<file path="config.mk">
export PLATFORM = sky130hd
export DESIGN_NAME = xz_stored_stream_framer_core
export DESIGN_NICKNAME = d
export VERILOG_FILES = /design/src/xzf_pkg.sv /design/src/xzf_front.sv /design/src/xzf_queue.sv /design/src/xzf_back.sv /design/src/xz_stored_stream_framer_core.sv
export SDC_FILE = /design/constraint.sdc
export NUM_CORES = 2
export LEC_CHECK = 0
export ABC_AREA = 1
export BUFFER_PORTS_ARGS = -buffer_cell sky130_fd_sc_hd__buf_2
export CORE_UTILIZATION = 62
export CTS_CLUSTER_SIZE = 16
export DETAILED_ROUTE_END_ITERATION = 16
export GPL_TIMING_DRIVEN = 1
export PLACE_DENSITY = 0.83
export SLEW_MARGIN = 15
export SYNTH_ARGS = -nofsm -noshare
export SYNTH_HDL_FRONTEND = slang
export SYNTH_SLANG_ARGS = --single-unit
export TNS_END_PERCENT = 1
</file>
<file path="constraint.sdc">
create_clock -name clock -period 9.75 [get_ports clock]
set_input_delay 0.975 -clock clock [delete_from_list [all_inputs] [get_ports clock]]
set_output_delay 0.975 -clock clock [all_outputs]
set_load 0.02 [all_outputs]
</file>
<file path="src/xzf_pkg.sv">
package xzf_pkg;

   localparam int CHUNK_BYTES_DEFAULT = 4096;
   localparam int LENGTH_BITS_DEFAULT = 40;

   localparam logic [31:0] CRC_POLY = 32'hEDB88320;
   localparam logic [31:0] CRC_INIT = 32'hFFFFFFFF;

   localparam logic OP_DATA = 1'b0;
   localparam logic OP_END  = 1'b1;

   typedef struct packed {
      logic       operation;
      logic [7:0] data_byte;
   } req_type;

   typedef struct packed {
      logic [7:0] out_byte;
      logic       end_of_run;
      logic       stream_done;
      logic       length_error;
   } rsp_type;

   typedef struct packed {
      logic        operation;
      logic [7:0]  data_byte;
      logic        send_hdr;
      logic        accept;
      logic        chunk_hdr;
      logic        is_first;
      logic [15:0] hdr_size;
      logic        err;
      logic [63:0] bytes_seen;
      logic [63:0] chunks;
   } cmd_type;

   function automatic logic [31:0] crc_byte(input logic [31:0] c, input logic [7:0] b);
      logic [31:0] r;
      r = c ^ {24'h0, b};
      for (int k = 0; k < 8; k++) begin
         r = r[0] ? ((r >> 1) ^ CRC_POLY) : (r >> 1);
      end
      return r;
   endfunction

   localparam logic [31:0] SH_CRC = ~crc_byte(crc_byte(CRC_INIT, 8'h00), 8'h01);
   localparam logic [31:0] BH_CRC = ~crc_byte(crc_byte(crc_byte(crc_byte(crc_byte(
      crc_byte(crc_byte(crc_byte(CRC_INIT, 8'h02), 8'h00), 8'h21), 8'h01), 8'h10),
      8'h00), 8'h00), 8'h00);

   function automatic logic [7:0] hdr_byte(input logic [4:0] idx);
      logic [7:0] r;
      unique case (idx)
         5'd0:    r = 8'hFD;
         5'd1:    r = 8'h37;
         5'd2:    r = 8'h7A;
         5'd3:    r = 8'h58;
         5'd4:    r = 8'h5A;
         5'd7:    r = 8'h01;
         5'd8:    r = SH_CRC[7:0];
         5'd9:    r = SH_CRC[15:8];
         5'd10:   r = SH_CRC[23:16];
         5'd11:   r = SH_CRC[31:24];
         5'd12:   r = 8'h02;
         5'd14:   r = 8'h21;
         5'd15:   r = 8'h01;
         5'd16:   r = 8'h10;
         5'd20:   r = BH_CRC[7:0];
         5'd21:   r = BH_CRC[15:8];
         5'd22:   r = BH_CRC[23:16];
         5'd23:   r = BH_CRC[31:24];
         default: r = 8'h00;
      endcase
      return r;
   endfunction

endpackage

</file>
<file path="src/xzf_front.sv">
module xzf_front #(
   parameter int CHUNK_BYTES = xzf_pkg::CHUNK_BYTES_DEFAULT,
   parameter int LENGTH_BITS = xzf_pkg::LENGTH_BITS_DEFAULT
) (
   input  logic                   clock,
   input  logic                   reset,
   input  logic [LENGTH_BITS-1:0] stream_length,
   input  logic                   req_push,
   input  xzf_pkg::req_type       req_data,
   output logic                   req_full,
   input  logic                   q_full,
   output logic                   q_push,
   output xzf_pkg::cmd_type       q_data
);
   import xzf_pkg::*;

   localparam int FILL_BITS = (CHUNK_BYTES > 1) ? $clog2(CHUNK_BYTES) : 1;

   logic [LENGTH_BITS-1:0] bytes_ff, bytes_in, chunks_ff, chunks_in, rem;
   logic [FILL_BITS-1:0]   fill_ff, fill_in;
   logic                   hdr_ff, hdr_in, drop_ff, drop_in;
   logic                   take, accept, chunk;
   logic [FILL_BITS:0]     fill_nx;

   assign req_full = q_full;
   assign take     = req_push && !q_full;
   assign accept   = bytes_ff < stream_length;
   assign chunk    = accept && (fill_ff == '0);
   assign rem      = stream_length - bytes_ff;
   assign fill_nx  = {1'b0, fill_ff} + (FILL_BITS+1)'(1);

   always_comb begin
      q_data.operation   = req_data.operation;
      q_data.data_byte   = req_data.data_byte;
      q_data.send_hdr    = !hdr_ff;
      q_data.accept      = accept;
      q_data.chunk_hdr   = chunk;
      q_data.is_first    = (chunks_ff == '0);
      q_data.hdr_size    = ({1'b0, rem} < (LENGTH_BITS+1)'(CHUNK_BYTES)) ?
                           16'(rem - LENGTH_BITS'(1)) : 16'(CHUNK_BYTES - 1);
      q_data.bytes_seen  = 64'(bytes_ff);
      q_data.chunks      = 64'(chunks_ff);
      if (req_data.operation == OP_END) begin
         q_data.err = drop_ff || (bytes_ff != stream_length);
      end else begin
         q_data.err = drop_ff || !accept;
      end
      q_push = take && ((req_data.operation == OP_END) || accept || !hdr_ff);

      bytes_in  = bytes_ff;
      chunks_in = chunks_ff;
      fill_in   = fill_ff;
      hdr_in    = hdr_ff;
      drop_in   = drop_ff;
      if (take) begin
         if (req_data.operation == OP_END) begin
            bytes_in  = '0;
            chunks_in = '0;
            fill_in   = '0;
            hdr_in    = 1'b0;
            drop_in   = 1'b0;
         end else begin
            hdr_in = 1'b1;
            if (accept) begin
               bytes_in = bytes_ff + LENGTH_BITS'(1);
               fill_in  = (fill_nx == (FILL_BITS+1)'(CHUNK_BYTES)) ? '0 :
                          fill_nx[FILL_BITS-1:0];
               if (chunk) begin
                  chunks_in = chunks_ff + LENGTH_BITS'(1);
               end
            end else begin
               drop_in = 1'b1;
            end
         end
      end
   end

   always_ff @(posedge clock) begin
      if (reset) begin
         bytes_ff  <= '0;
         chunks_ff <= '0;
         fill_ff   <= '0;
         hdr_ff    <= 1'b0;
         drop_ff   <= 1'b0;
      end else begin
         bytes_ff  <= bytes_in;
         chunks_ff <= chunks_in;
         fill_ff   <= fill_in;
         hdr_ff    <= hdr_in;
         drop_ff   <= drop_in;
      end
   end

endmodule

</file>
<file path="src/xzf_queue.sv">
module xzf_queue (
   input  logic             clock,
   input  logic             reset,
   input  logic             push,
   input  xzf_pkg::cmd_type wdata,
   output logic             full,
   input  logic             pop,
   output xzf_pkg::cmd_type rdata,
   output logic             valid
);
   import xzf_pkg::*;

   cmd_type    mem_ff [2];
   logic       wr_ff, rd_ff;
   logic [1:0] count_ff;

   assign full  = (count_ff == 2'd2);
   assign valid = (count_ff != 2'd0);
   assign rdata = mem_ff[rd_ff];

   always_ff @(posedge clock) begin
      if (push) begin
         mem_ff[wr_ff] <= wdata;
      end
      if (reset) begin
         wr_ff    <= 1'b0;
         rd_ff    <= 1'b0;
         count_ff <= 2'd0;
      end else begin
         if (push) begin
            wr_ff <= !wr_ff;
         end
         if (pop) begin
            rd_ff <= !rd_ff;
         end
         count_ff <= count_ff + 2'(push) - 2'(pop);
      end
   end

endmodule

</file>
<file path="src/xzf_back.sv">
module xzf_back (
   input  logic             clock,
   input  logic             reset,
   input  logic             q_valid,
   input  xzf_pkg::cmd_type q_head,
   output logic             q_pop,
   input  logic             rsp_pop,
   output logic             rsp_empty,
   output xzf_pkg::rsp_type rsp_data
);
   import xzf_pkg::*;

   localparam logic [3:0] ST_IDLE  = 4'd0;
   localparam logic [3:0] ST_HDR   = 4'd1;
   localparam logic [3:0] ST_CHDR  = 4'd2;
   localparam logic [3:0] ST_DATA  = 4'd3;
   localparam logic [3:0] ST_SETUP = 4'd4;
   localparam logic [3:0] ST_MARK  = 4'd5;
   localparam logic [3:0] ST_PAD   = 4'd6;
   localparam logic [3:0] ST_DCRC  = 4'd7;
   localparam logic [3:0] ST_IDX   = 4'd8;
   localparam logic [3:0] ST_VLIA  = 4'd9;
   localparam logic [3:0] ST_VLIB  = 4'd10;
   localparam logic [3:0] ST_IPAD  = 4'd11;
   localparam logic [3:0] ST_ICRC  = 4'd12;
   localparam logic [3:0] ST_FCRC  = 4'd13;
   localparam logic [3:0] ST_FOOT  = 4'd14;

   localparam logic [4:0] HDR_LAST  = 5'd23;
   localparam logic [4:0] FOOT_LAST = 5'd9;

   logic [3:0]  st_ff, st_in;
   logic [4:0]  pos_ff, pos_in, idx_ff, idx_in, idx_nx;
   logic [1:0]  pad_ff, pad_in;
   logic [31:0] dcrc_ff, dcrc_in, tcrc_ff, tcrc_in, fcrc_ff, fcrc_in, backward;
   logic [63:0] unp_ff, unp_in, vli_ff, vli_in;
   cmd_type     cmd_ff, cmd_in;
   rsp_type     out_ff;
   logic        out_valid_ff, can_emit, emit, finish, vli_last;
   logic [7:0]  ebyte, vbyte, ft;
   logic        elast, edone;

   assign rsp_empty = !out_valid_ff;
   assign rsp_data  = out_ff;
   assign can_emit  = !out_valid_ff || rsp_pop;
   assign idx_nx    = idx_ff + 5'd1;
   assign backward  = {29'h0, idx_ff[4:2]};
   assign vbyte     = {|vli_ff[63:7], vli_ff[6:0]};
   assign vli_last  = ~|vli_ff[63:7];

   function automatic logic [3:0] start_of(input cmd_type c);
      logic [3:0] s;
      if (c.send_hdr) begin
         s = ST_HDR;
      end else if (c.operation == OP_END) begin
         s = ST_SETUP;
      end else if (c.chunk_hdr) begin
         s = ST_CHDR;
      end else begin
         s = ST_DATA;
      end
      return s;
   endfunction

   always_comb begin
      unique case (pos_ff[2:0])
         3'd0:    ft = backward[7:0];
         3'd1:    ft = backward[15:8];
         3'd2:    ft = backward[23:16];
         3'd3:    ft = backward[31:24];
         3'd5:    ft = 8'h01;
         default: ft = 8'h00;
      endcase
   end

   always_comb begin
      st_in   = st_ff;
      pos_in  = pos_ff;
      idx_in  = idx_ff;
      pad_in  = pad_ff;
      dcrc_in = dcrc_ff;
      tcrc_in = tcrc_ff;
      fcrc_in = fcrc_ff;
      unp_in  = unp_ff;
      vli_in  = vli_ff;
      cmd_in  = cmd_ff;
      emit    = 1'b0;
      ebyte   = 8'h00;
      elast   = 1'b0;
      edone   = 1'b0;
      finish  = 1'b0;
      q_pop   = 1'b0;
      unique case (st_ff)
         ST_IDLE: begin
            finish = 1'b1;
         end
         ST_HDR: begin
            emit  = 1'b1;
            ebyte = hdr_byte(pos_ff);
            elast = (pos_ff == HDR_LAST) && (cmd_ff.operation == OP_DATA) &&
                    !cmd_ff.accept;
            if (can_emit) begin
               pos_in = pos_ff + 5'd1;
               if (pos_ff == HDR_LAST) begin
                  pos_in = '0;
                  if (cmd_ff.operation == OP_END) begin
                     st_in = ST_SETUP;
                  end else if (!cmd_ff.accept) begin
                     finish = 1'b1;
                  end else if (cmd_ff.chunk_hdr) begin
                     st_in = ST_CHDR;
                  end else begin
                     st_in = ST_DATA;
                  end
               end
            end
         end
         ST_CHDR: begin
            emit = 1'b1;
            unique case (pos_ff[1:0])
               2'd0:    ebyte = cmd_ff.is_first ? 8'h01 : 8'h02;
               2'd1:    ebyte = cmd_ff.hdr_size[15:8];
               default: ebyte = cmd_ff.hdr_size[7:0];
            endcase
            if (can_emit) begin
               pos_in = pos_ff + 5'd1;
               if (pos_ff == 5'd2) begin
                  pos_in = '0;
                  st_in  = ST_DATA;
               end
            end
         end
         ST_DATA: begin
            emit  = 1'b1;
            ebyte = cmd_ff.data_byte;
            elast = 1'b1;
            if (can_emit) begin
               dcrc_in = crc_byte(dcrc_ff, cmd_ff.data_byte);
               finish  = 1'b1;
            end
         end
         ST_SETUP: begin
            unp_in = (cmd_ff.chunks << 1) + cmd_ff.chunks + cmd_ff.bytes_seen + 64'd17;
            st_in  = ST_MARK;
         end
         ST_MARK: begin
            emit   = 1'b1;
            pad_in = 2'(~unp_ff[1:0] + 2'd1);
            if (can_emit) begin
               st_in = (pad_in != 2'd0) ? ST_PAD : ST_DCRC;
            end
         end
         ST_PAD: begin
            emit = 1'b1;
            if (can_emit) begin
               pad_in = pad_ff - 2'd1;
               if (pad_ff == 2'd1) begin
                  st_in = ST_DCRC;
               end
            end
         end
         ST_DCRC: begin
            emit  = 1'b1;
            ebyte = ~dcrc_ff[8*pos_ff[1:0] +: 8];
            if (can_emit) begin
               pos_in = pos_ff + 5'd1;
               if (pos_ff == 5'd3) begin
                  pos_in  = '0;
                  idx_in  = '0;
                  tcrc_in = CRC_INIT;
                  st_in   = ST_IDX;
               end
            end
         end
         ST_IDX: begin
            emit  = 1'b1;
            ebyte = {7'h0, pos_ff[0]};
            if (can_emit) begin
               tcrc_in = crc_byte(tcrc_ff, ebyte);
               idx_in  = idx_nx;
               pos_in  = pos_ff + 5'd1;
               if (pos_ff == 5'd1) begin
                  pos_in = '0;
                  vli_in = unp_ff;
                  st_in  = ST_VLIA;
               end
            end
         end
         ST_VLIA, ST_VLIB: begin
            emit  = 1'b1;
            ebyte = vbyte;
            if (can_emit) begin
               tcrc_in = crc_byte(tcrc_ff, ebyte);
               idx_in  = idx_nx;
               vli_in  = vli_ff >> 7;
               if (vli_last) begin
                  if (st_ff == ST_VLIA) begin
                     vli_in = cmd_ff.bytes_seen;
                     st_in  = ST_VLIB;
                  end else begin
                     st_in = (idx_nx[1:0] != 2'd0) ? ST_IPAD : ST_ICRC;
                  end
               end
            end
         end
         ST_IPAD: begin
            emit = 1'b1;
            if (can_emit) begin
               tcrc_in = crc_byte(tcrc_ff, 8'h00);
               idx_in  = idx_nx;
               if (idx_nx[1:0] == 2'd0) begin
                  st_in = ST_ICRC;
               end
            end
         end
         ST_ICRC: begin
            emit  = 1'b1;
            ebyte = ~tcrc_ff[8*pos_ff[1:0] +: 8];
            if (can_emit) begin
               pos_in = pos_ff + 5'd1;
               if (pos_ff == 5'd3) begin
                  pos_in  = '0;
                  fcrc_in = CRC_INIT;
                  st_in   = ST_FCRC;
               end
            end
         end
         ST_FCRC: begin
            fcrc_in = crc_byte(fcrc_ff, ft);
            pos_in  = pos_ff + 5'd1;
            if (pos_ff == 5'd5) begin
               pos_in = '0;
               st_in  = ST_FOOT;
            end
         end
         ST_FOOT: begin
            emit = 1'b1;
            unique case (pos_ff[3:0])
               4'd0:    ebyte = ~fcrc_ff[7:0];
               4'd1:    ebyte = ~fcrc_ff[15:8];
               4'd2:    ebyte = ~fcrc_ff[23:16];
               4'd3:    ebyte = ~fcrc_ff[31:24];
               4'd4:    ebyte = backward[7:0];
               4'd5:    ebyte = backward[15:8];
               4'd6:    ebyte = backward[23:16];
               4'd7:    ebyte = backward[31:24];
               4'd9:    ebyte = 8'h01;
               4'd10:   ebyte = 8'h59;
               4'd11:   ebyte = 8'h5A;
               default: ebyte = 8'h00;
            endcase
            elast = (pos_ff == FOOT_LAST + 5'd2);
            edone = elast;
            if (can_emit) begin
               pos_in = pos_ff + 5'd1;
               if (elast) begin
                  pos_in  = '0;
                  dcrc_in = CRC_INIT;
                  finish  = 1'b1;
               end
            end
         end
         default: begin
            st_in = ST_IDLE;
         end
      endcase
      if (finish) begin
         st_in  = ST_IDLE;
         pos_in = '0;
         if (q_valid) begin
            q_pop  = 1'b1;
            cmd_in = q_head;
            st_in  = start_of(q_head);
         end
      end
   end

   always_ff @(posedge clock) begin
      pos_ff  <= pos_in;
      idx_ff  <= idx_in;
      pad_ff  <= pad_in;
      tcrc_ff <= tcrc_in;
      fcrc_ff <= fcrc_in;
      unp_ff  <= unp_in;
      vli_ff  <= vli_in;
      cmd_ff  <= cmd_in;
      if (emit && can_emit) begin
         out_ff.out_byte     <= ebyte;
         out_ff.end_of_run   <= elast;
         out_ff.stream_done  <= edone;
         out_ff.length_error <= cmd_ff.err;
      end
      if (reset) begin
         st_ff        <= ST_IDLE;
         dcrc_ff      <= CRC_INIT;
         out_valid_ff <= 1'b0;
      end else begin
         st_ff   <= st_in;
         dcrc_ff <= dcrc_in;
         if (emit && can_emit) begin
            out_valid_ff <= 1'b1;
         end else if (rsp_pop) begin
            out_valid_ff <= 1'b0;
         end
      end
   end

endmodule

</file>
<file path="src/xz_stored_stream_framer_core.sv">
// channel   direction  handshake               payload
// req_      in         push / full             req_type  (operation, data_byte)
// rsp_      out        pop / empty             rsp_type  (out_byte, flags)
// csr_      in         psel/penable/pwrite     LENGTH_BITS-wide stream_length at 0x0
//
// The output sequencer sends at most one byte per cycle and holds while the
// result side is stalled; a data byte in an open chunk is one byte, a chunk
// header adds three, the first item 24 header bytes. An end item also runs
// silent steps (size sum and footer check). Synchronous active-high reset
// empties the command queue and the output register. A stalled result side
// backs up into the two-word command queue, after which full rises.
module xz_stored_stream_framer_core #(
   parameter int CHUNK_BYTES = xzf_pkg::CHUNK_BYTES_DEFAULT,
   parameter int LENGTH_BITS = xzf_pkg::LENGTH_BITS_DEFAULT
) (
   input  logic             clock,
   input  logic             reset,
   input  logic             req_push,
   input  xzf_pkg::req_type req_data,
   output logic             req_full,
   input  logic             rsp_pop,
   output logic             rsp_empty,
   output xzf_pkg::rsp_type rsp_data,
   input  logic             csr_psel,
   input  logic             csr_penable,
   input  logic             csr_pwrite,
   input  logic [3:0]       csr_paddr,
   input  logic [63:0]      csr_pwdata,
   output logic [63:0]      csr_prdata,
   output logic             csr_pready
);
   import xzf_pkg::*;

   logic [LENGTH_BITS-1:0] length_ff;
   logic                   q_full, q_push, q_pop, q_valid;
   cmd_type                q_wdata, q_rdata;

   assign csr_pready = 1'b1;
   assign csr_prdata = csr_paddr[3] ? 64'h0 : 64'(length_ff);

   always_ff @(posedge clock) begin
      if (reset) begin
         length_ff <= '0;
      end else if (csr_psel && csr_penable && csr_pwrite && !csr_paddr[3]) begin
         length_ff <= csr_pwdata[LENGTH_BITS-1:0];
      end
   end

   xzf_front #(
      .CHUNK_BYTES (CHUNK_BYTES),
      .LENGTH_BITS (LENGTH_BITS)
   ) u_front (
      .clock         (clock),
      .reset         (reset),
      .stream_length (length_ff),
      .req_push      (req_push),
      .req_data      (req_data),
      .req_full      (req_full),
      .q_full        (q_full),
      .q_push        (q_push),
      .q_data        (q_wdata)
   );

   xzf_queue u_queue (
      .clock (clock),
      .reset (reset),
      .push  (q_push),
      .wdata (q_wdata),
      .full  (q_full),
      .pop   (q_pop),
      .rdata (q_rdata),
      .valid (q_valid)
   );

   xzf_back u_back (
      .clock     (clock),
      .reset     (reset),
      .q_valid   (q_valid),
      .q_head    (q_rdata),
      .q_pop     (q_pop),
      .rsp_pop   (rsp_pop),
      .rsp_empty (rsp_empty),
      .rsp_data  (rsp_data)
   );

endmodule

</file>
==> results.py <==
metrics = {
    "worst_setup_path": {
        "cp.arrival_ps": 5450,
        "criticalPathCategory": "reg -> reg",
        "crit_path_start_kind": "register",
        "critical_path.max_fanout": 20,
        "end_kind": "register",
        "worstPathRequired_ps": 10140,
    },
    "floorplanning": {
        "floorplan.die.width_um": 257,
        "number_of_placement_rows": 93,
        "overall_die_height_um": 257,
        "core_area_um2": 64500,
        "floorplan.initialDensity": 0.627,
        "io_pins": 162,
        "dieArea_um2": 66200,
    },
    "clock_network": {
        "cts_sinks": 686,
        "cts.repair.resized": 0,
        "clkLatencyLatePin_ps": 640,
        "clockBufferDepth": 3,
        "cts_tree": "built",
        "worst_setup_hold_path_clk_slew_ps": 60,
        "cts.htree.levels": 3,
        "cts_setup_buffers": 0,
        "clock-root-buffer": "sky130_fd_sc_hd__clkbuf_16",
        "cts_buffers": 72,
        "ctsHoldBuffers": 0,
    },
    "place": {
        "port-buffer-count": 109,
        "finalWeightedCongestion": 0.977,
        "dp_cell_count": 5414,
        "hpwlAfterDp_um": 78500,
    },
    "sta": {
        "rsz0062_at_grt": "false",
        "fin_crit_ps": 5060,
        "hold_viol": 0,
        "finalCritPeriodShare": 0.519,
        "worst_slew_margin_rel": 0.235,
        "drv_slew": 0,
        "finalSetupViolations": 0,
        "timing.clock.skew_ps": 29.9,
        "timing.fmax_mhz": 198,
        "worst_pin_slew_ps": 1140,
        "tns_ps": 0,
    },
    "logic_synthesis": {
        "post_syn_area_per_cell_um2": 8.85,
        "synth_top_flop_cell": "sky130_fd_sc_hd__edfxtp_1",
        "ys_async_sr_fraction": 0,
        "yosysWarnings": 0,
        "sequential_to_total_area_share_from_yosys_stat": 0.463,
        "yosys.area.top_type_share": 0.370,
        "synth-edff-count": 497,
        "gate_count_after_technology_mapping": 4561,
        "synthDominantAreaCellType": "sky130_fd_sc_hd__edfxtp_1",
        "ys_types": 70,
        "synth_area_um2": 40400,
        "synth_seq_cells": 686,
        "synth_top_cells_by_area": "sky130_fd_sc_hd__edfxtp_1 (37%), sky130_fd_sc_hd__dfxtp_1 (9.4%), sky130_fd_sc_hd__nand2_1 (8.9%)",
    },
    "detailed_routing": {
        "post_drt_via_cell_ratio": 5.90,
        "routed_length_per_placed_instance_um": 19.7,
        "vias": 32700,
        "final_ant_viol_nets": 0,
        "first_iter_violations": 3468,
        "firstDrtPassIters": 7,
        "drc": 0,
        "drt_wl_total_um": 109000,
    },
    "final_layout": {
        "flow.area_growth_from_synthesis_pct": 9.19,
        "utilization": 0.684,
        "post_layout_instance_count_excluding_filler_cells": 5548,
        "fraction_of_final_layout_cells_sized_beyond_drive_strength_1": 0.0972,
        "antenna_cells_inserted": 0,
        "nNetsFinal": 4900,
    },
    "power": {
        "vdd_ir_drop_max_v": 0.000268,
        "power.density_nw_per_um2": 335,
        "leakagePower_nw": 17.3,
    },
    "grt": {
        "grt-ovfl-total": 0,
        "grt.total_usage": 0.326,
        "grt_max_degree": 80,
        "grt_pass1_wl_um": 169000,
        "grt_pass1_vias": 30900,
        "antenna_found_initial": 2,
    },
    "job": {
        "timing.max_cap.violations": 0,
    },
    "worst_hold_path": {
        "hold_class": "reg -> reg",
    },
    "run_status": {
        "outcome": "complete, no violations",
    },
}
-- synthesized netlist by cell type (5+ instances only) --
cell / count
sky130_fd_sc_hd__a21o_1: 7
sky130_fd_sc_hd__a21oi_1: 294
sky130_fd_sc_hd__a221oi_1: 5
sky130_fd_sc_hd__a22oi_1: 10
sky130_fd_sc_hd__a2bb2oi_1: 34
sky130_fd_sc_hd__a31oi_1: 12
sky130_fd_sc_hd__a32o_1: 6
sky130_fd_sc_hd__and2_1: 5
sky130_fd_sc_hd__buf_1: 5
sky130_fd_sc_hd__buf_2: 24
sky130_fd_sc_hd__buf_4: 33
sky130_fd_sc_hd__buf_6: 7
sky130_fd_sc_hd__clkbuf_1: 92
sky130_fd_sc_hd__clkinv_1: 6
sky130_fd_sc_hd__dfxtp_1: 189
sky130_fd_sc_hd__edfxtp_1: 497
sky130_fd_sc_hd__fa_1: 41
sky130_fd_sc_hd__ha_1: 142
sky130_fd_sc_hd__inv_1: 455
sky130_fd_sc_hd__inv_2: 12
sky130_fd_sc_hd__mux2_2: 108
sky130_fd_sc_hd__nand2_1: 960
sky130_fd_sc_hd__nand2_2: 16
sky130_fd_sc_hd__nand2_4: 6
sky130_fd_sc_hd__nand3_1: 225
sky130_fd_sc_hd__nand4_1: 54
sky130_fd_sc_hd__nor2_1: 473
sky130_fd_sc_hd__nor2_2: 6
sky130_fd_sc_hd__nor3_1: 61
sky130_fd_sc_hd__nor4_1: 35
sky130_fd_sc_hd__o2111ai_1: 16
sky130_fd_sc_hd__o211ai_1: 28
sky130_fd_sc_hd__o21a_1: 6
sky130_fd_sc_hd__o21ai_0: 213
sky130_fd_sc_hd__o21ai_1: 8
sky130_fd_sc_hd__o21bai_1: 8
sky130_fd_sc_hd__o221ai_1: 8
sky130_fd_sc_hd__o22ai_1: 13
sky130_fd_sc_hd__o31ai_1: 7
sky130_fd_sc_hd__or2_2: 19
sky130_fd_sc_hd__xnor2_1: 127
sky130_fd_sc_hd__xor2_1: 233
-- registers in the layout, summed over array words and instances, names as in the netlist, 12 cells and up, named ones only --
register           count
u_back.vli_ff         43
u_front.fill_ff       12
length_ff             40
u_back.unp_ff         43
u_front.bytes_ff      40
u_queue.mem_ff       220
u_back.dcrc_ff        32
u_back.tcrc_ff        32
u_back.fcrc_ff        32
u_front.chunks_ff     40
u_back.cmd_ff        109
-- worst max-delay path, stage by stage, from the launching register on --
cell                       delay, ps
sky130_fd_sc_hd__dfxtp_1         930
sky130_fd_sc_hd__clkinv_1        970
sky130_fd_sc_hd__ha_1            630
sky130_fd_sc_hd__inv_1           200
sky130_fd_sc_hd__nor2_1          100
sky130_fd_sc_hd__inv_1           110
sky130_fd_sc_hd__o21ai_0         110
sky130_fd_sc_hd__or2_2           290
sky130_fd_sc_hd__nand2_1         420
sky130_fd_sc_hd__inv_1           140
sky130_fd_sc_hd__nand2_1         110
sky130_fd_sc_hd__nand2_1         190
sky130_fd_sc_hd__xor2_1          290
sky130_fd_sc_hd__inv_1           110
sky130_fd_sc_hd__a21oi_1         130
sky130_fd_sc_hd__o21ai_0          90
-- metrics by stage --
stage / total power, mW / hold WS (ps) / worst slack [ps] / area [um^2]
finish: 14.8 / 457 / 4690 / 44100
CTS: 14.7 / 458 / 4860 / 44100
detailed placement: 11.6 / 445 / 4880 / 41500
global route: 15.7 / 481 / 4450 / 44100
floorplan: 9.74 / 400 / 2530 / 40500
global placement: 11.4 / 426 / 5000 / 41500
-- cells by family after synthesis --
logic type | count (synthesis) | synth area share
and+or+nand+nor | 1881 | 0.196
AOI/OAI and AO/OA | 695 | 0.0996
DFF | 686 | 0.463
buffers and inverters | 638 | 0.0647
xor gates and xnor gates | 367 | 0.0812
adders and majority gates | 183 | 0.0643
muxes | 109 | 0.0304
other | 2 | 0.000186
-- cells in the final DEF, fill, tap and decap left out, drive strengths merged, types with 142 or more instances in the layout --
cell type    n
xor2       235
edfxtp     497
nor2       484
o21ai      221
ha         142
inv        476
dfxtp      189
a21oi      295
nand3      229
nand2      982
-- metal layers --
| metal | up-vias | track usage | wire length, um |
|---|---|---|---|
| li1 | 15500 | - | - |
| met1 | 15300 | 0.428 | 44600 |
| met2 | 1614 | 0.546 | 51600 |
| met3 | 337 | 0.0433 | 8380 |
| met4 | 4 | 0.130 | 4530 |
| met5 | - | 0 | 21 |
-- final timing paths --
path	cells past startpoint	end	slack, ps	from
setup / recovery	15	u_back.fcrc_ff[19]	4690	u_back.pos_ff[1]
hold / removal	1	register	460	u_queue.rd_ff
hold reg to reg	1	register	460	u_queue.rd_ff
setup reg to reg	15	u_back.fcrc_ff[19]	4690	u_back.pos_ff[1]
-- power by group --
group	switching (mW)	total (mW)	internal, mW
Combinational	4.68	7.27	2.59
Clock	1.21	2.96	1.75
Sequential	0.400	4.53	4.13
-- area by class of cell --
type                    count  area (um^2)
clock inverters            36          548
flip-flops and latches    686        18700
fillers                  4936        20400
inverters                 477         1800
multi-input cells        3260        19200
clock buffers              98         2020
repair buffers            136          751
well taps                 855         1070
(Power assumes the default switching activity.)
